<file path="src/hdl/salct_fifo.sv">
// Small synchronous queue with full/empty flags.
// Depends on nothing but its parameters; used as the input and output queues of the back end.
module salct_fifo #(
	parameter int WIDTH = 8,
	parameter int DEPTH = 2
) (
	input  logic             clk,
	input  logic             arst_n,
	input  logic             push,
	input  logic [WIDTH-1:0] wdata,
	output logic             full,
	input  logic             pop,
	output logic [WIDTH-1:0] rdata,
	output logic             empty
);
	localparam int AW = (DEPTH > 1) ? $clog2(DEPTH) : 1;
	logic [WIDTH-1:0] mem_q [DEPTH];
	logic [AW-1:0] wp_q, rp_q;
	logic [AW:0] cnt_q;
	logic do_push, do_pop;

	assign full    = (cnt_q == (AW+1)'(DEPTH));
	assign empty   = (cnt_q == '0);
	assign do_push = push && !full;
	assign do_pop  = pop && !empty;
	assign rdata   = mem_q[rp_q];

	always_ff @(posedge clk) begin
		if (do_push) begin
			mem_q[wp_q] <= wdata;
		end
	end

	always_ff @(posedge clk or negedge arst_n) begin
		if (!arst_n) begin
			wp_q  <= '0;
			rp_q  <= '0;
			cnt_q <= '0;
		end else begin
			if (do_push) begin
				wp_q <= (wp_q == AW'(DEPTH-1)) ? '0 : wp_q + 1'b1;
			end
			if (do_pop) begin
				rp_q <= (rp_q == AW'(DEPTH-1)) ? '0 : rp_q + 1'b1;
			end
			cnt_q <= cnt_q + (AW+1)'(do_push) - (AW+1)'(do_pop);
		end
	end
endmodule

</file>
<file path="config.mk">
export PLATFORM = sky130hd
export DESIGN_NAME = salct_fifo
export DESIGN_NICKNAME = d
export VERILOG_FILES = /design/src/hdl/salct_fifo.sv
export SDC_FILE = /design/constraint.sdc
export NUM_CORES = 1
export LEC_CHECK = 0
export ABC_CLOCK_PERIOD_IN_PS = 1600
export BUFFER_PORTS_ARGS = -buffer_cell sky130_fd_sc_hd__buf_2
export CORE_MARGIN = 8
export CORE_UTILIZATION = 48
export DETAILED_ROUTE_END_ITERATION = 8
export PLACE_DENSITY = 0.71
export SLEW_MARGIN = 20
export SYNTH_ARGS = -nofsm -noshare
export SYNTH_HDL_FRONTEND = slang
export SYNTH_SLANG_ARGS = --single-unit
</file>
<file path="constraint.sdc">
create_clock -name clk -period 1.6 [get_ports clk]
set_input_delay 0.08 -clock clk [delete_from_list [all_inputs] [get_ports clk]]
set_output_delay 0.08 -clock clk [all_outputs]
set_load 0.02 [all_outputs]
</file>
==> flow_metrics.tcl, run 1 <==
set metrics [dict create \
    run_status "finished, final reports clean" \
    whs_path_depth 3 \
    synth_fp_nets 57 \
    viasPerCell 4.832 \
    initial_core_util_pct 51.48 \
    core_area_um2 1524 \
    fin_util_pct 69.29 \
    wirelength_um 1417 \
    gp_congestion 0.6756 \
    period_share_pct 94.87 \
    p_sw_uw 625.9 \
    die_y_um 56.43 \
    insertion_delay_ns 0.29 \
    clk_pin_slew_ns 0.10 \
    p_int_uw 1187 \
    cp-start-kind "flip-flop" \
    io_pins 22 \
    antenna_found_initial 0 \
    dieArea_um2 3184 \
    cts_root_buf "clkbuf_4" \
    timing.fmax_ghz 0.6588 \
    antenna_left 0 \
    cts_tree "yes" \
    synth_cells 43 \
    multi_input_area_um2 202.7 \
    setup_slack_ns 0.08215 \
    grt_pass1_vias 503 \
    endpoint_kind "flip-flop" \
    ir_drop_mv 1.088 \
    reg2reg_depth 7 \
    place_hpwl_um 975.6 \
    fin_cells 95 \
    critPathKind "flip-flop to flip-flop" \
    grt_pass1_wl_um 2283 \
    finalHoldViolCount 0 \
    cts_num_sinks 20 \
    ys_ff_latch 20 \
    cap_viol_max_count 0 \
    finalPower_uw 1813 \
    worst_pin_slew_ns 0.3955 \
    finalSetupViolations 0 \
    ys_warn_count 0 \
    grt_use_total_pct 8.928 \
    routedWlPerCell_um 14.92 \
    skew_ns 0.003000 \
    drt_iter0_markers 8 \
    maxSlewHeadroom_pct 73.63 \
    p_clk_share_pct 13.0 \
    layout-drive-gt1-share_pct 51.90 \
    io_buffers 21 \
    nets 94 \
    final-seq-area_um2 581.8 \
    swShare_pct 34.52 \
    cts_max_path_buffers 2 \
    worst-path-max-fanout 3 \
    power_frac_seq_pct 46.3 \
    power.leakage_uw 0.0004452 \
    dp_worst_setup_slack_ns 0.06866 \
    area_delta_synth_final_pct 34.61 \
    hold_path.class "input port to flip-flop" \
    drtPass1Iterations 4 \
    cts_made_buffers 3 \
    period_minus_slack_ns 1.518 \
    rows 14 \
    globalRouteOverflowTotal 0 \
    reg2reg_slack_ns 0.08 \
    h-tree-depth 1 \
    die_w_um 56.43 \
    dp.cells 81 \
    yosysUniqueCellTypes 14 \
    slew_viol_final 0 \
    num_vias 459 \
    cp.required_ns 1.79 \
    synth_area_um2 784.5 \
    route.detailed.drc 0 \
    p_comb_share_pct 40.7 \
    n_antenna_cell 0 \
    grt_max_degree 12 \
    fill_cells 109 \
    avgSynthCellArea_um2 18.24 \
    pwr_density_cell_nw_per_um2 1717 \
    crit_arrival_ns 1.71 \
    setup-tns-final_ns 0 \
    yosysSeqAreaShare_pct 74.00 \
]
==> sequential cells by signal, indices dropped and copies added, names as in the netlist <==
| signal | cells |
|---|---|
| wp_q | 1 |
| mem_q | 16 |
| cnt_q | 2 |
| rp_q | 1 |
==> critical path: stages, from the launching register on <==
cell,delay (ns)
dfrtp_1,0.40
nand2b_4,0.16
nand2_2,0.08
ha_1,0.28
inv_1,0.04
ha_1,0.20
xnor2_2,0.14
xnor2_1,0.12
==> power groups by stage <==
stage | combinational [µW] | sequential (µW) | clock (µW)
after detailed placement | 670 | 842 | 0
final | 738 | 840 | 235
after CTS | 687 | 832 | 247
after global placement | 654 | 837 | 0
after global routing | 813 | 859 | 264
after floorplan | 526 | 786 | 0
==> cell families after synthesis <==
| kind of cell | count (synthesis) | synth area share, % |
|---|---|---|
| buffers and inverters | 3 | 2.393 |
| multiplexers | 8 | 11.48 |
| flip-flops | 20 | 74.00 |
| adder cells (fa/ha/maj) | 2 | 3.189 |
| AND/OR/NAND/NOR | 6 | 4.467 |
| XOR/XNOR | 4 | 4.467 |
==> area by class of cell <==
| class | count | share of cell area [%] |
|---|---|---|
| Timing Repair Buffer | 33 | 20.62 |
| Sequential cell | 20 | 55.09 |
| Multi-Input combinational cell | 20 | 19.19 |
| Inverter | 2 | 0.7109 |
| Tap cell | 16 | 1.896 |
| Clock buffer | 4 | 2.488 |
==> path summary, 6_finish.rpt <==
check | startpoint | end
min in group asynchronous | arst_n | cnt_q[0]$_DFF_PN0_
min reg2reg | wp_q$_DFFE_PN0N_ | wp_q$_DFFE_PN0N_
min | push | wp_q$_DFFE_PN0N_
max | cnt_q[0]$_DFF_PN0_ | cnt_q[1]$_DFF_PN0_
max in group asynchronous | arst_n | cnt_q[1]$_DFF_PN0_
max reg2reg | cnt_q[0]$_DFF_PN0_ | cnt_q[1]$_DFF_PN0_
==> routing by layer <==
metal	wire length, µm	GRT usage [%]	part of all wire (%)	vias up
li1	-	-	-	226
met1	529	9.287	37	219
met2	810	15.67	57	12
met3	71	2.921	5.0	2
met4	6	4.124	0.42	0
met5	0	0	0	-
==> cells in the final DEF (no fill, tap or decap) <==
cell and instances:
xor2_1 1, nand2b_4 1, ha_1 2, dfrtp_1 3, edfxtp_1 16, nor2_2 1, nor2_1 1, xnor2_2 1
buf_2 21, dfrtp_2 1, clkbuf_1 1, xnor2_1 2, dlygate4sd3_1 9, clkbuf_4 3, nand2_2 1, and3_1 1
inv_1 2, mux2_2 8, nor2b_2 1, buf_4 3
==> timing repair <==
| action | in CTS | in global routing |
|---|---|---|
| gates resized for setup | 0 | 4 |
| hold endpoints to repair | 20 | 0 |
| hold buffers | 9 | 0 |
| setup endpoints to repair | 0 | 1 |
| buffers inserted | 0 | 1 |
==> cell usage after synthesis <==
cell       n  area (µm²)
edfxtp_1  16       480.5
mux2_2     8       90.09
dfrtp_1    4       100.1
xnor2_1    3       26.28
ha_1       2       25.02
inv_1      2       7.510
and3_1     1       6.260
buf_6      1       11.26
nand2_1    1       3.750
nand2b_1   1       6.260
nor2_1     1       3.750
nor2_2     1       6.260
nor2b_2    1       8.760
xor2_1     1       8.760
==> per-stage QoR <==
step                area (µm²)  hold WS [ns]
CTS                       1030       0.09805
detailed placement       913.4       -0.1102
floorplan                784.5       -0.2156
global placement         913.4       -0.1093
global route              1056       0.09050
finish                    1056       0.07276
(Power assumes the default switching activity.)
==> run 2: changes to the inputs <==
SETUP_SLACK_MARGIN = 0.5   (was not set)
==> run 2 against run 1 <==
  * Sequential power fell by 2%
  * Combinational power increased by 69%
  * Worst setup slack worse by 0.016 ns
  * First-iteration DRC count up 38%
  * Cell count is 7.4% higher
==> flow_metrics.tcl, run 2 (synthesized netlist as in run 1, its figures left out) <==
set metrics [dict create \
    cts_num_sinks 20 \
    grt_max_degree 12 \
    cts_made_buffers 3 \
    layout_common_cells "16 x edfxtp_1, 14 x buf_6, 12 x buf_2" \
    power.leakage_uw 0.0005234 \
    period_minus_slack_ns 1.533 \
    ir_drop_mv 1.342 \
    top_regs "mem_q x16, cnt_q x2" \
    crit_arrival_ns 1.74 \
    timing.fmax_ghz 0.6521 \
    viasPerCell 4.814 \
    crit_chain "nand2b_4 > nand2_4 > ha_4 > inv_2 > ha_4 > xnor2_2 > xnor2_1" \
    r2r_start "cnt_q[0]$_DFF_PN0_" \
    setup-tns-final_ns 0 \
    routedWlPerCell_um 15.40 \
    r2r-end "cnt_q[1]$_DFF_PN0_" \
    worst-path-max-fanout 3 \
    reg2reg_slack_ns 0.07 \
    nets 101 \
    wirelength_um 1571 \
    dieArea_um2 3184 \
    cts_tree "yes" \
    largest_reg_flops 16 \
    place_hpwl_um 928.2 \
    rsz0062_at_grt "yes" \
    crit_family "flip-flops" \
    io_pins 22 \
    layout-drive-gt1-share_pct 63.95 \
    finalHoldViolCount 0 \
    dp.cells 80 \
    cts_root_buf "clkbuf_4" \
    antenna_left 0 \
    reg2reg_depth 7 \
    clk_pin_slew_ns 0.11 \
    setup_slack_ns 0.06655 \
    period_share_pct 95.84 \
    final-seq-area_um2 583.1 \
    worst-path-stages 7 \
    grt_use_total_pct 9.363 \
    gp_congestion 0.6260 \
    multi_input_area_um2 270.3 \
    globalRouteOverflowTotal 0 \
    final_common_cell "edfxtp_1" \
    run_status "finished, final reports clean" \
    initial_core_util_pct 51.48 \
    num_vias 491 \
    cap_viol_max_count 0 \
    die_y_um 56.43 \
    core_area_um2 1524 \
    maxSlewHeadroom_pct 83.36 \
    holdWs_ns 0.1069 \
    finalSetupViolations 0 \
    area_delta_synth_final_pct 59.65 \
    hold_path.class "input port to asynchronous set/reset pin" \
    cp.required_ns 1.80 \
    dp_worst_setup_slack_ns 0.06122 \
    cp_slowest_cell "dfrtp_1" \
    drtPass1Iterations 4 \
    cp-start-kind "flip-flop" \
    path_buf_inv 1 \
    die_w_um 56.43 \
    h-tree-depth 1 \
    grt_pass1_vias 543 \
    insertion_delay_ns 0.29 \
    drt_iter0_markers 11 \
    grt_pass1_wl_um 2394 \
    route.detailed.drc 0 \
    endpoint_kind "flip-flop" \
    cts_max_path_buffers 2 \
    fill_cells 84 \
    finalPower_uw 2310 \
    io_buffers 21 \
    regMostFlops "mem_q" \
    slew_viol_final 0 \
    fin_cells 102 \
    cpPeakStageDelay_ns 0.42 \
    antenna_found_initial 0 \
    critPathLaunch "cnt_q[0]$_DFF_PN0_" \
    n_antenna_cell 0 \
    rows 14 \
    pwr_density_cell_nw_per_um2 1845 \
    cpMostUsedCell "ha_4" \
    critPathKind "flip-flop to flip-flop" \
    worst_pin_slew_ns 0.2490 \
    skew_ns 0.003366 \
]
-- run 2: cell types whose count changed in the layout (fill, tap and decap cells not counted), sizes merged --
cell and delta:
buf +7, clkinv +1, clkbuf -1
-- run 2: through the flow --
| stage | util (%) | area [µm²] |
|---|---|---|
| after global placement | 60.76 | 925.9 |
| after floorplan | - | 804.5 |
| final | 82.18 | 1252 |
| after detailed placement | 60.76 | 925.9 |
| after CTS | 75.94 | 1157 |
| after global routing | 82.18 | 1252 |
-- run 2: cell type report --
class / count / share of cell area (%)
clock buffer: 3 / 1.798
timing repair buffer: 40 / 27.57
clock inverter: 1 / 0.2997
multi-input combinational: 20 / 21.58
inverter: 2 / 0.5994
sequential: 20 / 46.55
tap: 16 / 1.598
-- run 2: timing repair --
| item | 4_1_cts | 5_1_grt |
|---|---|---|
| endpoints found under the hold margin | 20 | 0 |
| gates resized for setup | 20 | 20 |
| buffers inserted | 7 | 2 |
| endpoints found under the setup margin | 28 | 28 |
| hold buffers | 9 | 0 |
| pin swaps | 4 | 6 |
-- run 2: worst reg2reg max path: cells and delay by family, from the launching register on --
family / cells / cell delay [ns]
flops: 1 / 0.42
simple gates: 2 / 0.23
xor+xnor: 2 / 0.34
fa+ha+maj: 2 / 0.40
buf+inv: 1 / 0.04
-- run 2: worst max-delay path by stage --
stage | endpoint | slack [ns]
2_1_floorplan | cnt_q[1]$_DFF_PN0_ | 0.10
3_5_place_dp | cnt_q[1]$_DFF_PN0_ | 0.06
3_3_place_gp | cnt_q[1]$_DFF_PN0_ | 0.11
6_report | cnt_q[1]$_DFF_PN0_ | 0.07
4_1_cts | cnt_q[1]$_DFF_PN0_ | 0.13
5_1_grt | cnt_q[1]$_DFF_PN0_ | 0.003
-- run 2: layer usage --
layer	part of all wire (%)	routed length (µm)	GRT usage [%]
met1	44	694	10.84
met2	50	790	14.89
met3	3.8	59	3.596
met4	1.7	27	4.124
met5	0	0	0
-- run 2: where the power goes --
group          total [µW]  leakage [µW]  switching, µW  internal [µW]
sequential            825      0.000193           92.1            733
clock                 236     0.0000154            146           90.8
combinational        1250      0.000315            549            699
==> run 3: changes to the inputs <==
CORE_UTILIZATION = 35   (was 48)
PLACE_DENSITY = 0.54   (was 0.71)
==> run 3 against run 2 <==
  * Clock skew grew 0.0050 ns
  * Maximum frequency rose by 5.5%
  * Clock-buffer cell count unchanged
  * Non-clock buffer count up 2
  * Global-route usage shrank 0.99 points
  * First-iteration DRC count is 55% lower
  * Critical endpoint unchanged
  * Clock power is 72% higher
  * Routed wire length increased by 3.8%
  * Largest cell class unchanged
  * Worst setup slack improved by 0.080 ns
  * Highest routed layer is now met3
  * Core utilization is 21 points lower
  * Combinational power grew 3%
  * Via count is 0.61% higher
==> flow_metrics.tcl, run 3 (synthesized netlist as in run 1, its figures left out) <==
set metrics [dict create \
    run_status "finished, final reports clean" \
    initial_core_util_pct 36.16 \
    reg2reg_slack_ns 0.15 \
    cpMostUsedCell "ha_4" \
    cts_max_path_buffers 2 \
    period_minus_slack_ns 1.453 \
    n_antenna_cell 0 \
    reg2reg_depth 7 \
    cts_root_buf "clkbuf_4" \
    slew_viol_final 0 \
    power_frac_seq_pct 32.9 \
    dieArea_um2 4013 \
    cpPeakStageDelay_ns 0.46 \
    cap_viol_max_count 0 \
    drtPass1Iterations 4 \
    cts_tree "yes" \
    antenna_found_initial 0 \
    grt_pass1_vias 580 \
    grt_pass1_wl_um 2615 \
    critPathKind "flip-flop to flip-flop" \
    rsz0062_at_grt "yes" \
    swShare_pct 31.21 \
    drt_iter0_markers 5 \
    largest_reg_flops 16 \
    place_hpwl_um 953.3 \
    io_buffers 21 \
    grt_use_total_pct 8.370 \
    route.detailed.drc 0 \
    p_clk_share_pct 16.1 \
    finalHoldViolCount 0 \
    endpoint_kind "flip-flop" \
    cts_num_sinks 20 \
    crit_arrival_ns 1.64 \
    routedWlPerCell_um 14.06 \
    timing.fmax_ghz 0.6881 \
    setup-tns-final_ns 0 \
    area_delta_synth_final_pct 68.74 \
    finalSetupViolations 0 \
    p_comb_share_pct 51.0 \
    critPathLaunch "cnt_q[1]$_DFF_PN0_" \
    worst-path-max-fanout 3 \
    pwr_density_cell_nw_per_um2 1907 \
    ir_drop_mv 1.234 \
    holdWs_ns 0.1122 \
    crit_end "cnt_q[1]$_DFF_PN0_" \
    gp_congestion 0.6469 \
    layout_common_cells "16 x edfxtp_1, 16 x buf_6, 11 x buf_2" \
    globalRouteOverflowTotal 0 \
    insertion_delay_ns 0.30 \
    die_y_um 63.35 \
    clk_pin_slew_ns 0.11 \
    nets 103 \
    layout-drive-gt1-share_pct 65.91 \
    grt_max_degree 13 \
    num_vias 494 \
    worst_pin_slew_ns 0.1771 \
    maxSlewHeadroom_pct 88.20 \
    fill_cells 175 \
    viasPerCell 4.259 \
    cp_slowest_cell "dfrtp_2" \
    p_int_uw 1736 \
    period_share_pct 90.82 \
    cp.required_ns 1.79 \
    cp-start-kind "flip-flop" \
    crit_chain "nor2_4 > nor2b_4 > ha_4 > inv_2 > ha_4 > xnor2_2 > xnor2_1" \
    io_pins 22 \
    top_regs "mem_q x16, cnt_q x2" \
    core_area_um2 2170 \
    hold_path.class "input port to asynchronous set/reset pin" \
    h-tree-depth 1 \
    power.leakage_uw 0.0005436 \
    rows 17 \
    cts_made_buffers 3 \
    antenna_left 0 \
    p_sw_uw 787.8 \
    r2r_start "cnt_q[1]$_DFF_PN0_" \
    die_w_um 63.35 \
    skew_ns 0.008325 \
    regMostFlops "mem_q" \
    r2r-end "cnt_q[1]$_DFF_PN0_" \
    wirelength_um 1631 \
]
-- run 3: cell count changes in the layout (fill, tap and decap cells not counted), sizes merged --
cell | before | now
buf | 31 | 33
bufinv | 0 | 1
clkinv | 1 | 0
-- run 3: final cells by class --
cell class	instances	area (µm²)	area share, %
clock inverters	1	30.03	2.268
inverters	2	7.507	0.5671
multi-input cells	20	262.8	19.85
well taps	28	35.03	2.647
repair buffers	42	382.9	28.92
flip-flops and latches	20	583.1	44.05
clock buffers	3	22.52	1.701
-- run 3: per-layer routing --
| layer | routed length [µm] | GRT usage, % | vias to the layer above | part of all wire [%] |
|---|---|---|---|---|
| met3 | 59 | 2.827 | 0 | 3.6 |
| met4 | 0 | 4.178 | 0 | 0 |
| met5 | 0 | 0 | - | 0 |
| met1 | 608 | 8.000 | 241 | 37 |
| li1 | - | - | 246 | - |
| met2 | 964 | 15.46 | 7 | 59 |
-- run 3: stage by stage --
step | std cells | utilization, % | worst slack, ns | total power, µW | cell area, µm²
floorplan | 43 | - | 0.1002 | 1355 | 804.5
global placement | 92 | 43.37 | 0.08639 | 1534 | 940.9
detailed placement | 92 | 43.37 | 0.08844 | 1543 | 940.9
CTS | 114 | 58.77 | 0.1713 | 2438 | 1275
global route | 116 | 61.02 | 0.1010 | 2659 | 1324
finish | 116 | 61.02 | 0.1468 | 2524 | 1324
-- run 3: worst min path at each step --
stage,slack (ns),start,end,depth (start not counted)
after floorplan,-0.22,arst_n,cnt_q[0]$_DFF_PN0_,0
after global placement,-0.10,arst_n,cnt_q[1]$_DFF_PN0_,1
after detailed placement,-0.10,arst_n,cnt_q[1]$_DFF_PN0_,1
after CTS,0.10,arst_n,wp_q$_DFFE_PN0N_,2
after global routing,0.11,arst_n,wp_q$_DFFE_PN0N_,2
final,0.11,arst_n,cnt_q[0]$_DFF_PN0_,2
-- run 3: power groups by stage --
stage                     Clock (µW)  Combinational [µW]  Sequential (µW)
after floorplan                    0                 552              802
after global placement             0                 681              853
final                            406                1290              831
after global routing             443                1370              846
after CTS                        425                1190              820
after detailed placement           0                 687              856
-- run 3: repair_timing --
action | CTS | global route
hold endpoints to repair | 20 | 0
setup buffers | 9 | 2
gates resized for setup | 31 | 9
setup endpoints to repair | 28 | 29
hold buffers | 9 | 0
cloned | 0 | 0
pin swaps | 3 | 2
-- run 3: critical path, delay by kind of cell, from the launching register on --
| family | cells | cell delay, ns |
|---|---|---|
| DFF | 1 | 0.46 |
| buffers and inverters | 1 | 0.04 |
| and+or+nand+nor | 2 | 0.19 |
| adders and majority gates | 2 | 0.40 |
| xor gates and xnor gates | 2 | 0.25 |
